**src/rtl/box_filter_3x3_edge_aware_unit_macros.svh**
```systemverilog
// ----------------------------------------------------------------------------
// Assertion macros for the edge-aware 3x3 box filter.
// Both macros sample on aclk and are disabled while aresetn is low.
// ----------------------------------------------------------------------------
`ifndef BOX_FILTER_3X3_EDGE_AWARE_UNIT_MACROS_SVH
`define BOX_FILTER_3X3_EDGE_AWARE_UNIT_MACROS_SVH

// The consequent must hold in the same cycle as the antecedent.
`define BFE_ASSERT_NOW(label, ante, cons, msg) \
    label: assert property (@(posedge aclk) disable iff (!aresetn) (ante) |-> (cons)) \
        else $error(msg);

// The consequent must hold in the cycle after the antecedent.
`define BFE_ASSERT_NEXT(label, ante, cons, msg) \
    label: assert property (@(posedge aclk) disable iff (!aresetn) (ante) |=> (cons)) \
        else $error(msg);

`endif

```
**src/rtl/bfe_pkg.sv**
```systemverilog
// ----------------------------------------------------------------------------
// bfe_pkg
// Shared types and constants of the edge-aware 3x3 box filter.
// ----------------------------------------------------------------------------
package bfe_pkg;

    // Field widths.
    localparam int SAMPLE_W    = 8;
    localparam int ROW_W       = 11;
    localparam int OUT_COL_W   = 11;
    localparam int SMOOTH_W    = 16;
    localparam int CFG_W       = 12;
    localparam int CFG_IDX_W   = 1;

    // Frame limits. The width compare runs at 13 bits so that a store of
    // up to 4096 columns still fits.
    localparam int WIDTH_CMP_W  = 13;
    localparam int HEIGHT_LIMIT = 2048;
    localparam int DIM_MIN      = 2;
    localparam int DIM_RESET    = 2048;

    // Sum widths: one column of three samples, then three columns.
    localparam int COL_SUM_W = 10;
    localparam int WIN_SUM_W = 12;

    // Constant-reciprocal division of sum*256 by 6 or 9.
    localparam int DIV_X_W     = WIN_SUM_W + 8;
    localparam int RECIP_W     = 22;
    localparam int RECIP_SHIFT = 24;
    localparam logic [RECIP_W-1:0] RECIP6 = 22'd2796203;
    localparam logic [RECIP_W-1:0] RECIP9 = 22'd1864136;
    localparam logic [SMOOTH_W-1:0] SMOOTH_MAX = 16'hFF00;

    // Configuration register indexes.
    typedef enum logic [CFG_IDX_W-1:0] {
        REG_WIDTH  = 1'b0,
        REG_HEIGHT = 1'b1
    } cfg_reg_t;

    typedef logic [SAMPLE_W-1:0] sample_t;

    // One entry of the line store: the two previous rows at one column.
    typedef struct packed {
        sample_t older;
        sample_t newer;
    } line_pair_t;

    // One window column: rows R-2, R-1 and R.
    typedef struct packed {
        sample_t top;
        sample_t mid;
        sample_t bot;
    } win_col_t;

    // Control shared by every window cell.
    typedef struct packed {
        logic shift;
        logic skip_top;
    } cell_ctrl_t;

endpackage

```
**src/rtl/bfe_cell.sv**
```systemverilog
// ----------------------------------------------------------------------------
// bfe_cell
// One column of the 3x3 window. Takes the column of its right neighbor on a
// shift and gives the masked sum of its own three samples.
// ----------------------------------------------------------------------------
module bfe_cell
    import bfe_pkg::*;
(
    input  logic                 aclk,
    input  logic                 aresetn,
    input  cell_ctrl_t           ctrl,
    input  win_col_t             col_in,
    output win_col_t             col_out,
    output logic [COL_SUM_W-1:0] col_sum
);

    win_col_t col_reg;
    win_col_t col_next;
    sample_t  top_masked;

    // Shift the neighbor's column in when the window advances.
    assign col_next = ctrl.shift ? col_in : col_reg;

    always_ff @(posedge aclk) begin
        if (!aresetn) begin
            col_reg <= '0;
        end else begin
            col_reg <= col_next;
        end
    end

    // The top row drops out when it lies above the frame.
    assign top_masked = ctrl.skip_top ? '0 : col_reg.top;
    assign col_sum    = COL_SUM_W'(top_masked) + COL_SUM_W'(col_reg.mid)
                      + COL_SUM_W'(col_reg.bot);
    assign col_out    = col_reg;

endmodule

```
**config.mk**
```make
export PLATFORM = sky130hd
export DESIGN_NAME = bfe_cell
export DESIGN_NICKNAME = d
export VERILOG_FILES = /design/src/rtl/box_filter_3x3_edge_aware_unit_macros.svh /design/src/rtl/bfe_pkg.sv /design/src/rtl/bfe_cell.sv
export SDC_FILE = /design/constraint.sdc
export NUM_CORES = 1
export LEC_CHECK = 0
export ABC_AREA = 1
export BUFFER_PORTS_ARGS = -buffer_cell sky130_fd_sc_hd__buf_2
export CAP_MARGIN = 20
export CORE_ASPECT_RATIO = 0.75
export CORE_MARGIN = 2
export CORE_UTILIZATION = 47
export DETAILED_ROUTE_END_ITERATION = 16
export GPL_TIMING_DRIVEN = 0
export PLACE_DENSITY = 0.85
export SLEW_MARGIN = 10
export SYNTH_ARGS = -nofsm -noshare
export SYNTH_HDL_FRONTEND = slang
export SYNTH_SLANG_ARGS = --single-unit
```
**constraint.sdc**
```tcl
create_clock -name aclk -period 2.79 [get_ports aclk]
set_input_delay 0.558 -clock aclk [delete_from_list [all_inputs] [get_ports aclk]]
set_output_delay 0.558 -clock aclk [all_outputs]
set_load 0.05 [all_outputs]
```
==> parameters.txt, run 1 <==
Parameter                              Value

Status
  Status ... finished with violations
  Failing checks ... setup timing

Timing
  Maximum clock frequency ... 0.345 GHz
  Total Negative Setup Slacks ... -213 ps
  Final Slew Violations ... 0
  Final setup violation count ... 3
  Final cycle utilization of the critical path ... 1.04
  Final worst setup slack ... -111 ps
  Slew of the pin with the lowest slew margin ... 326 ps
  Number of hold violations in the final report ... 0
  Max_slew headroom ... 0.780
  Unrepaired setup endpoints after global routing ... true
  Post-route clock skew ... 0 ps
  Crit path time final ... 2900 ps

Layout
  Final antenna diode count ... 0
  Share of cells above drive strength 1 ... 0.534
  Number of nets in the layout ... 296
  Flip-flop count of the largest register after layout ... 24
  Non-filler instance count after layout ... 289
  Synth-to-Final Area Change ... 52.4%

Clock tree
  Later-pin clock latency in the skew report ... 260 ps
  TritonCTS clock tree ... yes
  Sink count of the clock tree ... 24
  Hold_buf cts ... 0
  TritonCTS Buffers ... 3
  CTS max path bufs ... 2
  H-tree levels ... 1
  Root Buffer Master ... clkbuf_8
  Clock slew at reported path FFs ... 80 ps

Setup path
  Type of the worst setup path ... primary input to output pin
  Endpoint arrival time on the critical path ... 2340 ps
  Worst-path maximum fanout ... 7
  Reg-to-reg slack, setup ... 2070 ps
  Reg2reg start ... col_out[17]
  Type of origin of the critical path ... primary input
  Kind of end point of the critical path ... output pin
  Terminus of the critical flop-to-flop path ... col_out[17]
  Number of cells on the worst reg-to-reg path ... 3
  CP Data Required Time ... 2230 ps

Power and ir drop
  Leakage power of the design ... 0.00107 µW
  Worst IR drop on VDD ... 0.479 mV
  Power, Total ... 1230 µW
  Power per Cell Area ... 573 nW/µm²

GRT
  Total global routing overflow ... 0
  Largest net degree at the start of global routing ... 14
  Via count of the first global-routing pass ... 1,295
  Global-route wire length before repair ... 5.65 mm
  GRT Overall Usage ... 0.216
  Antenna violations before repair ... 0

Floorplan
  Count of standard-cell rows ... 17
  Initial Utilization ... 0.486
  Horiz. Die Dim ... 67.1 µm
  Die Y-Extent ... 51.4 µm
  Area of the die ... 3450 µm²
  Core box area ... 2890 µm²
  Number of ports placed on the die boundary ... 62

Yosys
  Area share of xor/xnor cells in the synthesized design ... 0.0187
  Synth Area in Compound Gates ... 0.135
  Post-synthesis instance total ... 179
  Synthesized area per cell ... 7.85 µm²
  Mapped Nets ... 223
  Number of distinct library cells after synthesis ... 23
  Share of the yosys chip area belonging to registers ... 0.342
  Basic-gate share of the synthesized area counting and, or, nand and nor cells ... 0.223
  Register bit total from synthesis ... 24
  Fraction of the mapped netlist area in adder cells ... 0.191
  Mux contribution to synthesized area ... 0
  Netlist area before placement ... 1410 µm²
  Yosys warns ... 0
  Largest family of logic cells by synthesized area ... simple AND/OR/NAND/NOR gates

Worst hold path
  Type of the worst min-delay path ... flop to flop
  Worst Min Path Start ... col_out[19]
  WHS Path Cells ... 2
  Capture endpoint of the worst hold path ... col_out[19]

Detailed routing
  Final wirelength ... 3.67 mm
  Post-route antenna net violation count ... 0
  Post-detailed-route wirelength per cell ... 12.7 µm
  DRC errors left ... 0
  Iteration-0 DRC Markers ... 67
  Via Count ... 1,438
  Post-detailed-route via-to-cell ratio ... 4.98
  First-pass detailed-route iteration total ... 4

Placement
  Half-perimeter wire length of the detailed placement result ... 2.71 mm
  Number of cells after detailed placement ... 278
  Minimum setup slack after placement ... -435 ps
  Number of input and output port buffers inserted ... 61
  Final estimated routing congestion in global placement ... 0.793

Run
  Max-capacitance violation count ... 0
[Yosys cell counts]
master	n	area share
inv_1	21	0.056
ha_1	7	0.062
o21ai_1	6	0.021
buf_4	1	0.0053
nor2_2	1	0.0045
or2_4	2	0.012
dfxtp_1	24	0.34
inv_2	1	0.0027
and2_1	1	0.0045
o21ai_0	19	0.068
nand3_1	3	0.011
nand3b_1	1	0.0053
xnor2_1	2	0.012
nand2_1	22	0.059
xor2_1	1	0.0062
fa_1	9	0.13
nand2_2	2	0.0089
nand3b_4	1	0.014
buf_6	2	0.016
buf_2	3	0.011
nand3_2	1	0.0071
nor2_1	36	0.096
a21oi_1	13	0.046
[kinds of logic (layout without fill, tap and decap cells)]
| family | count (synthesis) | after routing |
|---|---|---|
| adder cells (fa/ha/maj) | 16 | 16 |
| flip-flops | 24 | 24 |
| AO/OA/AOI/OAI | 38 | 38 |
| XOR/XNOR | 3 | 3 |
| buffers and inverters | 28 | 100 |
| AND/OR/NAND/NOR | 70 | 70 |
[cell usage in the layout, fill, tap and decap left out, drive strengths merged]
master,Yosys,routed
nand3b,2,2
and2,1,1
clkbuf,0,4
a21oi,13,13
inv,22,22
buf,6,74
xor2,1,1
xnor2,2,2
nand3,4,4
fa,9,9
dfxtp,24,24
nor2,37,37
ha,7,7
nand2,24,24
o21ai,25,25
or2,2,2
[metrics by stage]
stage           util  hold WS, ps  instance area [µm²]
6_report       0.740          496                 2140
5_1_grt        0.740          512                 2140
4_1_cts        0.714          482                 2070
3_5_place_dp   0.635          468                 1840
3_3_place_gp   0.635          457                 1840
2_1_floorplan      -          558                 1480
[metal layers]
metal / track usage / part of all wire
met5: 0 / 0
met3: 0.0507 / 0.067
met2: 0.363 / 0.47
met4: 0.0136 / 0.0079
met1: 0.296 / 0.45
[layout make-up]
class	instances	area, µm²
well taps	38	47.5
inverters	22	85.1
plain buffers	6	45.0
repair buffers	68	420
flip-flops and latches	24	503
clock buffers	4	55.1
fillers	224	752
multi-input cells	127	985
[report_power, final]
part | switching [µW] | internal, µW
registers | 19.4 | 369
clock network | 105 | 126
logic | 383 | 225
[worst max path at each step]
stage,from,slack (ps),to
after floorplan,col_out[8],-20,col_sum[5]
after global placement,ctrl[0],-400,col_sum[5]
after detailed placement,ctrl[0],-430,col_sum[5]
after CTS,col_out[17],-160,col_sum[7]
after global routing,col_out[17],-190,col_sum[7]
final,ctrl[0],-110,col_sum[7]
[critical path, cell delays in order]
cell      delay (ps)
buf_12           130
nor2_4            80
fa_1             430
ha_2             220
fa_2             350
nand2_2           90
nand2_4           60
nand3b_4         110
nand2_2           60
nand2_2           70
nand2_4           50
buf_8            140
[repair_timing]
action / CTS / global route
endpoints found under the setup margin: 8 / 8
resized for setup: 36 / 17
pin swaps: 17 / 21
setup buffers: 3 / 4
(Power assumes the default switching activity.)
==> inputs of run 2 (changes only) <==
RECOVER_POWER = 50   (was not set)
==> parameters.txt, run 2 (same netlist as run 1, synthesis figures left out) <==
Parameter                              Value

Status
  Status ... finished with violations
  Failing checks ... setup timing

Layout
  Final antenna diode count ... 0
  Share of cells above drive strength 1 ... 0.506
  Most frequent cells in the layout ... buf_2 (53), nor2_1 (30), o21ai_0 (25), inv_1 (17)
  Flip-flop count of the largest register after layout ... 24
  Synth-to-Final Area Change ... 50.8%
  Most common library cell in the layout ignoring fill and taps ... buf_2
  Share of the core filled with cells ... 0.732
  Number of nets in the layout ... 296

Floorplan
  Number of ports placed on the die boundary ... 62
  Initial Utilization ... 0.486
  Core box area ... 2890 µm²
  Area of the die ... 3450 µm²
  Die Y-Extent ... 51.4 µm
  Horiz. Die Dim ... 67.1 µm
  Count of standard-cell rows ... 17

Power and ir drop
  Power, Total ... 1220 µW
  Leakage power of the design ... 0.00105 µW
  Worst IR drop on VDD ... 0.481 mV
  Power per Cell Area ... 578 nW/µm²

Timing
  Post-route clock skew ... 0 ps
  Final setup violation count ... 3
  Final cycle utilization of the critical path ... 1.04
  Max_slew headroom ... 0.608
  Maximum clock frequency ... 0.344 GHz
  Unrepaired setup endpoints after global routing ... true
  Final Slew Violations ... 0
  Slew of the pin with the lowest slew margin ... 591 ps
  Crit path time final ... 2900 ps
  Hold Worst Slack ... 496 ps
  Number of hold violations in the final report ... 0
  Final worst setup slack ... -114 ps
  Total Negative Setup Slacks ... -223 ps

GRT
  Largest net degree at the start of global routing ... 14
  GRT Overall Usage ... 0.216
  Total global routing overflow ... 0
  Via count of the first global-routing pass ... 1,295
  Antenna violations before repair ... 0
  Global-route wire length before repair ... 5.65 mm

Setup path
  Crit path launch ... ctrl[0]
  CP Data Required Time ... 2230 ps
  Kind of end point of the critical path ... output pin
  Type of origin of the critical path ... primary input
  Reg2reg start ... col_out[17]
  Number of cells on the worst reg-to-reg path ... 3
  Terminus of the critical flop-to-flop path ... col_out[17]
  Reg-to-reg slack, setup ... 2070 ps
  Type of the worst setup path ... primary input to output pin
  Capture point of the critical path ... col_sum[7]
  Worst-path maximum fanout ... 7
  Endpoint arrival time on the critical path ... 2350 ps

Clock tree
  Sink count of the clock tree ... 24
  Clock slew at reported path FFs ... 80 ps
  Root Buffer Master ... clkbuf_8
  Later-pin clock latency in the skew report ... 260 ps
  H-tree levels ... 1
  TritonCTS Buffers ... 3
  CTS max path bufs ... 2
  TritonCTS clock tree ... yes
  Hold_buf cts ... 0

Run
  Max-capacitance violation count ... 0

Detailed routing
  Iteration-0 DRC Markers ... 76
  Final wirelength ... 3.71 mm
  DRC errors left ... 0
  Post-detailed-route wirelength per cell ... 12.8 µm
  Post-route antenna net violation count ... 0
  Post-detailed-route via-to-cell ratio ... 5.01
  Via Count ... 1,447
  First-pass detailed-route iteration total ... 4

Placement
  Half-perimeter wire length of the detailed placement result ... 2.71 mm
  Final estimated routing congestion in global placement ... 0.793
  Number of input and output port buffers inserted ... 61

Worst hold path
  Type of the worst min-delay path ... flop to flop
-- run 2: changes by cell type in the layout (fill, tap and decap cells not counted) --
cell / delta
inv_2: -1
buf_6: -2
o21ai_0: +6
o21ai_1: -6
inv_1: +1
buf_2: -3
clkbuf_1: +6
buf_4: -1
-- run 2: metal layers --
layer	part of all wire	global-route usage	routed length (µm)
met1	0.47	0.296	1730
met2	0.46	0.363	1720
met3	0.061	0.0507	225
met4	0.0078	0.0136	29
met5	0	0	0
-- run 2: how the worst min path moves through the flow --
stage                      startpoint          end  slack [ps]  cells past startpoint
final                     col_out[19]  col_out[19]         500                      2
after global routing      col_out[19]  col_out[19]         510                      2
after CTS                 col_out[18]  col_out[18]         480                      2
after detailed placement  col_out[18]  col_out[18]         470                      2
after global placement    col_out[19]  col_out[19]         460                      2
after floorplan           col_out[17]  col_out[17]         560                      2
-- run 2: worst max-delay path: stages --
cell and delay [ps]:
buf_12 130, nor2_4 80, fa_1 430, ha_2 220, fa_2 350, nand2_2 90
nand2_4 60, nand3b_4 110, nand2_2 60, nand2_2 70, nand2_4 50, buf_8 140
-- run 2: area by class of cell --
cell class / count / area (µm²)
inverter: 22 / 85.1
fill: 228 / 774
clock buffer: 4 / 55.1
sequential: 24 / 503
multi-input combinational: 127 / 985
tap: 38 / 47.5
buffer: 6 / 26.3
timing repair buffer: 68 / 417
-- run 2: repair_timing --
action / 4_1_cts / 5_1_grt
pin swaps: 17 / 21
buffers inserted: 3 / 4
setup endpoints to repair: 8 / 8
resized for setup: 36 / 17
-- run 2: stage by stage --
step / instance area [µm²] / instances / worst slack, ps
4_1_cts: 2070 / 285 / -163
6_report: 2120 / 289 / -114
2_1_floorplan: 1480 / 179 / -21.3
5_1_grt: 2120 / 289 / -186
3_5_place_dp: 1840 / 278 / -435
3_3_place_gp: 1840 / 278 / -401
-- run 2: where the power goes --
| group | total, µW | internal (µW) | switching (µW) |
|---|---|---|---|
| combinational | 603 | 221 | 382 |
| clock | 232 | 126 | 106 |
| sequential | 389 | 370 | 19.7 |
| total | 1220 | 716 | 508 |
==> inputs of run 3 (changes only) <==
BUFFER_PORTS_ARGS = -buffer_cell sky130_fd_sc_hd__buf_4   (was -buffer_cell sky130_fd_sc_hd__buf_2)
==> parameters.txt, run 3 (same netlist as run 1, synthesis figures left out) <==
Parameter                              Value

Detailed routing
  Via Count ... 1,508
  Iteration-0 DRC Markers ... 74
  Post-detailed-route via-to-cell ratio ... 5.24
  Post-detailed-route wirelength per cell ... 15.5 µm
  Post-route antenna net violation count ... 0
  DRC errors left ... 0
  First-pass detailed-route iteration total ... 4
  Final wirelength ... 4.46 mm

Clock tree
  Later-pin clock latency in the skew report ... 270 ps
  Clock slew at reported path FFs ... 80 ps
  Hold_buf cts ... 0
  TritonCTS clock tree ... yes
  CTS max path bufs ... 2
  Root Buffer Master ... clkbuf_8
  TritonCTS Buffers ... 3
  H-tree levels ... 1
  Sink count of the clock tree ... 24

Timing
  Number of hold violations in the final report ... 0
  Final worst setup slack ... -194 ps
  Post-route clock skew ... 0 ps
  Final Slew Violations ... 0
  Final setup violation count ... 6
  Max_slew headroom ... 0.608
  Unrepaired setup endpoints after global routing ... true
  Crit path time final ... 2980 ps
  Final cycle utilization of the critical path ... 1.07
  Hold Worst Slack ... 501 ps
  Slew of the pin with the lowest slew margin ... 590 ps
  Maximum clock frequency ... 0.335 GHz

GRT
  Via count of the first global-routing pass ... 1,456
  Total global routing overflow ... 0
  GRT Overall Usage ... 0.252
  Busiest metal layer after global routing ... met2
  Antenna violations before repair ... 0
  Global-route wire length before repair ... 6.44 mm
  Met1 global-route usage ... 0.313
  Fraction of met3 tracks used by global routing ... 0.0573
  Met2 Usage GRT ... 0.436
  Largest net degree at the start of global routing ... 14

Setup path
  Logic depth of the worst setup path including buffers ... 12
  Cell repeated most along the worst path ... nand2_2
  CP Cell Sequence ... inv_4, nor2_4, fa_1, ha_4, fa_2, nand2_2, nand2_4, nand3b_4, nand2_2, nand2_2, nand2_4, buf_8
  Delay contributed by the slowest stage of the critical path ... 450 ps
  Type of origin of the critical path ... flop
  Worst-path maximum fanout ... 3
  Endpoint arrival time on the critical path ... 2430 ps
  Slowest cell on crit path ... fa_1
  Kind of end point of the critical path ... output pin
  Dominant delay contributor by cell family on the critical path ... adder cells
  Type of the worst setup path ... flop to output pin
  Number of buffer and inverter stages on the critical path ... 2
  CP Data Required Time ... 2230 ps
  Number of cells on the worst reg-to-reg path ... 2

Power and ir drop
  Part of the power in the clock network ... 0.184
  Sequential cell fraction of total power ... 0.304
  Net switching power ... 536 µW
  Comb pwr share ... 0.512
  Cell-internal power ... 750 µW
  Power per Cell Area ... 564 nW/µm²
  Switching Share ... 0.417
  Power, Total ... 1290 µW
  Leakage power of the design ... 0.00109 µW
  Worst IR drop on VDD ... 0.348 mV

Layout
  Final antenna diode count ... 0
  Share of cells above drive strength 1 ... 0.516
  Flip-flop count of the largest register after layout ... 24
  Number of nets in the layout ... 295
  Most common library cell in the layout ignoring fill and taps ... buf_4
  Share of the core filled with cells ... 0.788
  Sequential cell area in the final layout ... 503 µm²
  Most frequent cells in the layout ... buf_4 (55), nor2_1 (31), o21ai_0 (25), inv_1 (16), dfxtp_2 (15)
  Area of the multi-input gates ... 1010 µm²
  Non-Filler Cell Area, Final ... 2280 µm²
  Count of fill cells added during filler insertion ... 200
  Synth-to-Final Area Change ... 62.2%

Floorplan
  Core box area ... 2890 µm²
  Horiz. Die Dim ... 67.1 µm
  Count of standard-cell rows ... 17
  Initial Utilization ... 0.486
  Die Y-Extent ... 51.4 µm
  Area of the die ... 3450 µm²
  Number of ports placed on the die boundary ... 62

Placement
  Number of input and output port buffers inserted ... 61
  Final estimated routing congestion in global placement ... 0.820
  Minimum setup slack after placement ... -384 ps
  Area after DPL ... 1990 µm²
  Half-perimeter wire length of the detailed placement result ... 2.99 mm

Status
  Failing checks ... setup timing
  Status ... finished with violations

Worst hold path
  WHS Path Cells ... 2
  Type of the worst min-delay path ... flop to flop

Run
  Max-capacitance violation count ... 0
[run 3: cell count changes in the layout (fill, tap and decap cells not counted), sizes merged]
cell / delta
buf: -1
[run 3: path summary, 6_finish.rpt]
kind                                  start           to  slack [ps]
worst min register to register  col_out[19]  col_out[19]         500
worst max register to register   col_out[2]   col_out[2]        2010
worst min-delay path            col_out[19]  col_out[19]         500
worst max-delay path            col_out[17]   col_sum[7]        -190
[run 3: final cells by class]
type / count / area share
clock buffer: 4 / 0.0242
inverter: 22 / 0.0373
tap: 38 / 0.0209
multi-input combinational: 127 / 0.445
sequential: 24 / 0.221
buffer: 6 / 0.0115
timing repair buffer: 67 / 0.240
[run 3: routing by layer]
layer | up-vias | wire (µm)
met5 | - | 0
met2 | 71 | 2250
met1 | 714 | 1790
met4 | 0 | 120
li1 | 709 | -
met3 | 14 | 307
[run 3: metrics by stage]
step	instances	TNS (ps)
floorplan	179	-21.3
global placement	278	-1280
detailed placement	278	-1440
CTS	285	-422
global route	288	-946
finish	288	-539
[run 3: worst min-delay path: stages (launching register included)]
cell and delay, ps:
dfxtp_2 330, inv_2 70, a21oi_1 70
[run 3: timing repair]
action                     in CTS  in global routing
setup buffers                   3                  3
gates resized for setup        29                 22
setup endpoints to repair       8                  7
pin swaps                      11                 21
cloned                          0                  0
[run 3: power by group through the flow]
stage               clock network [µW]  registers (µW)  logic (µW)
finish                             236             391         659
global route                       255             394         691
CTS                                234             390         616
detailed placement                   0             397         546
global placement                     0             397         534
floorplan                            0             479         312
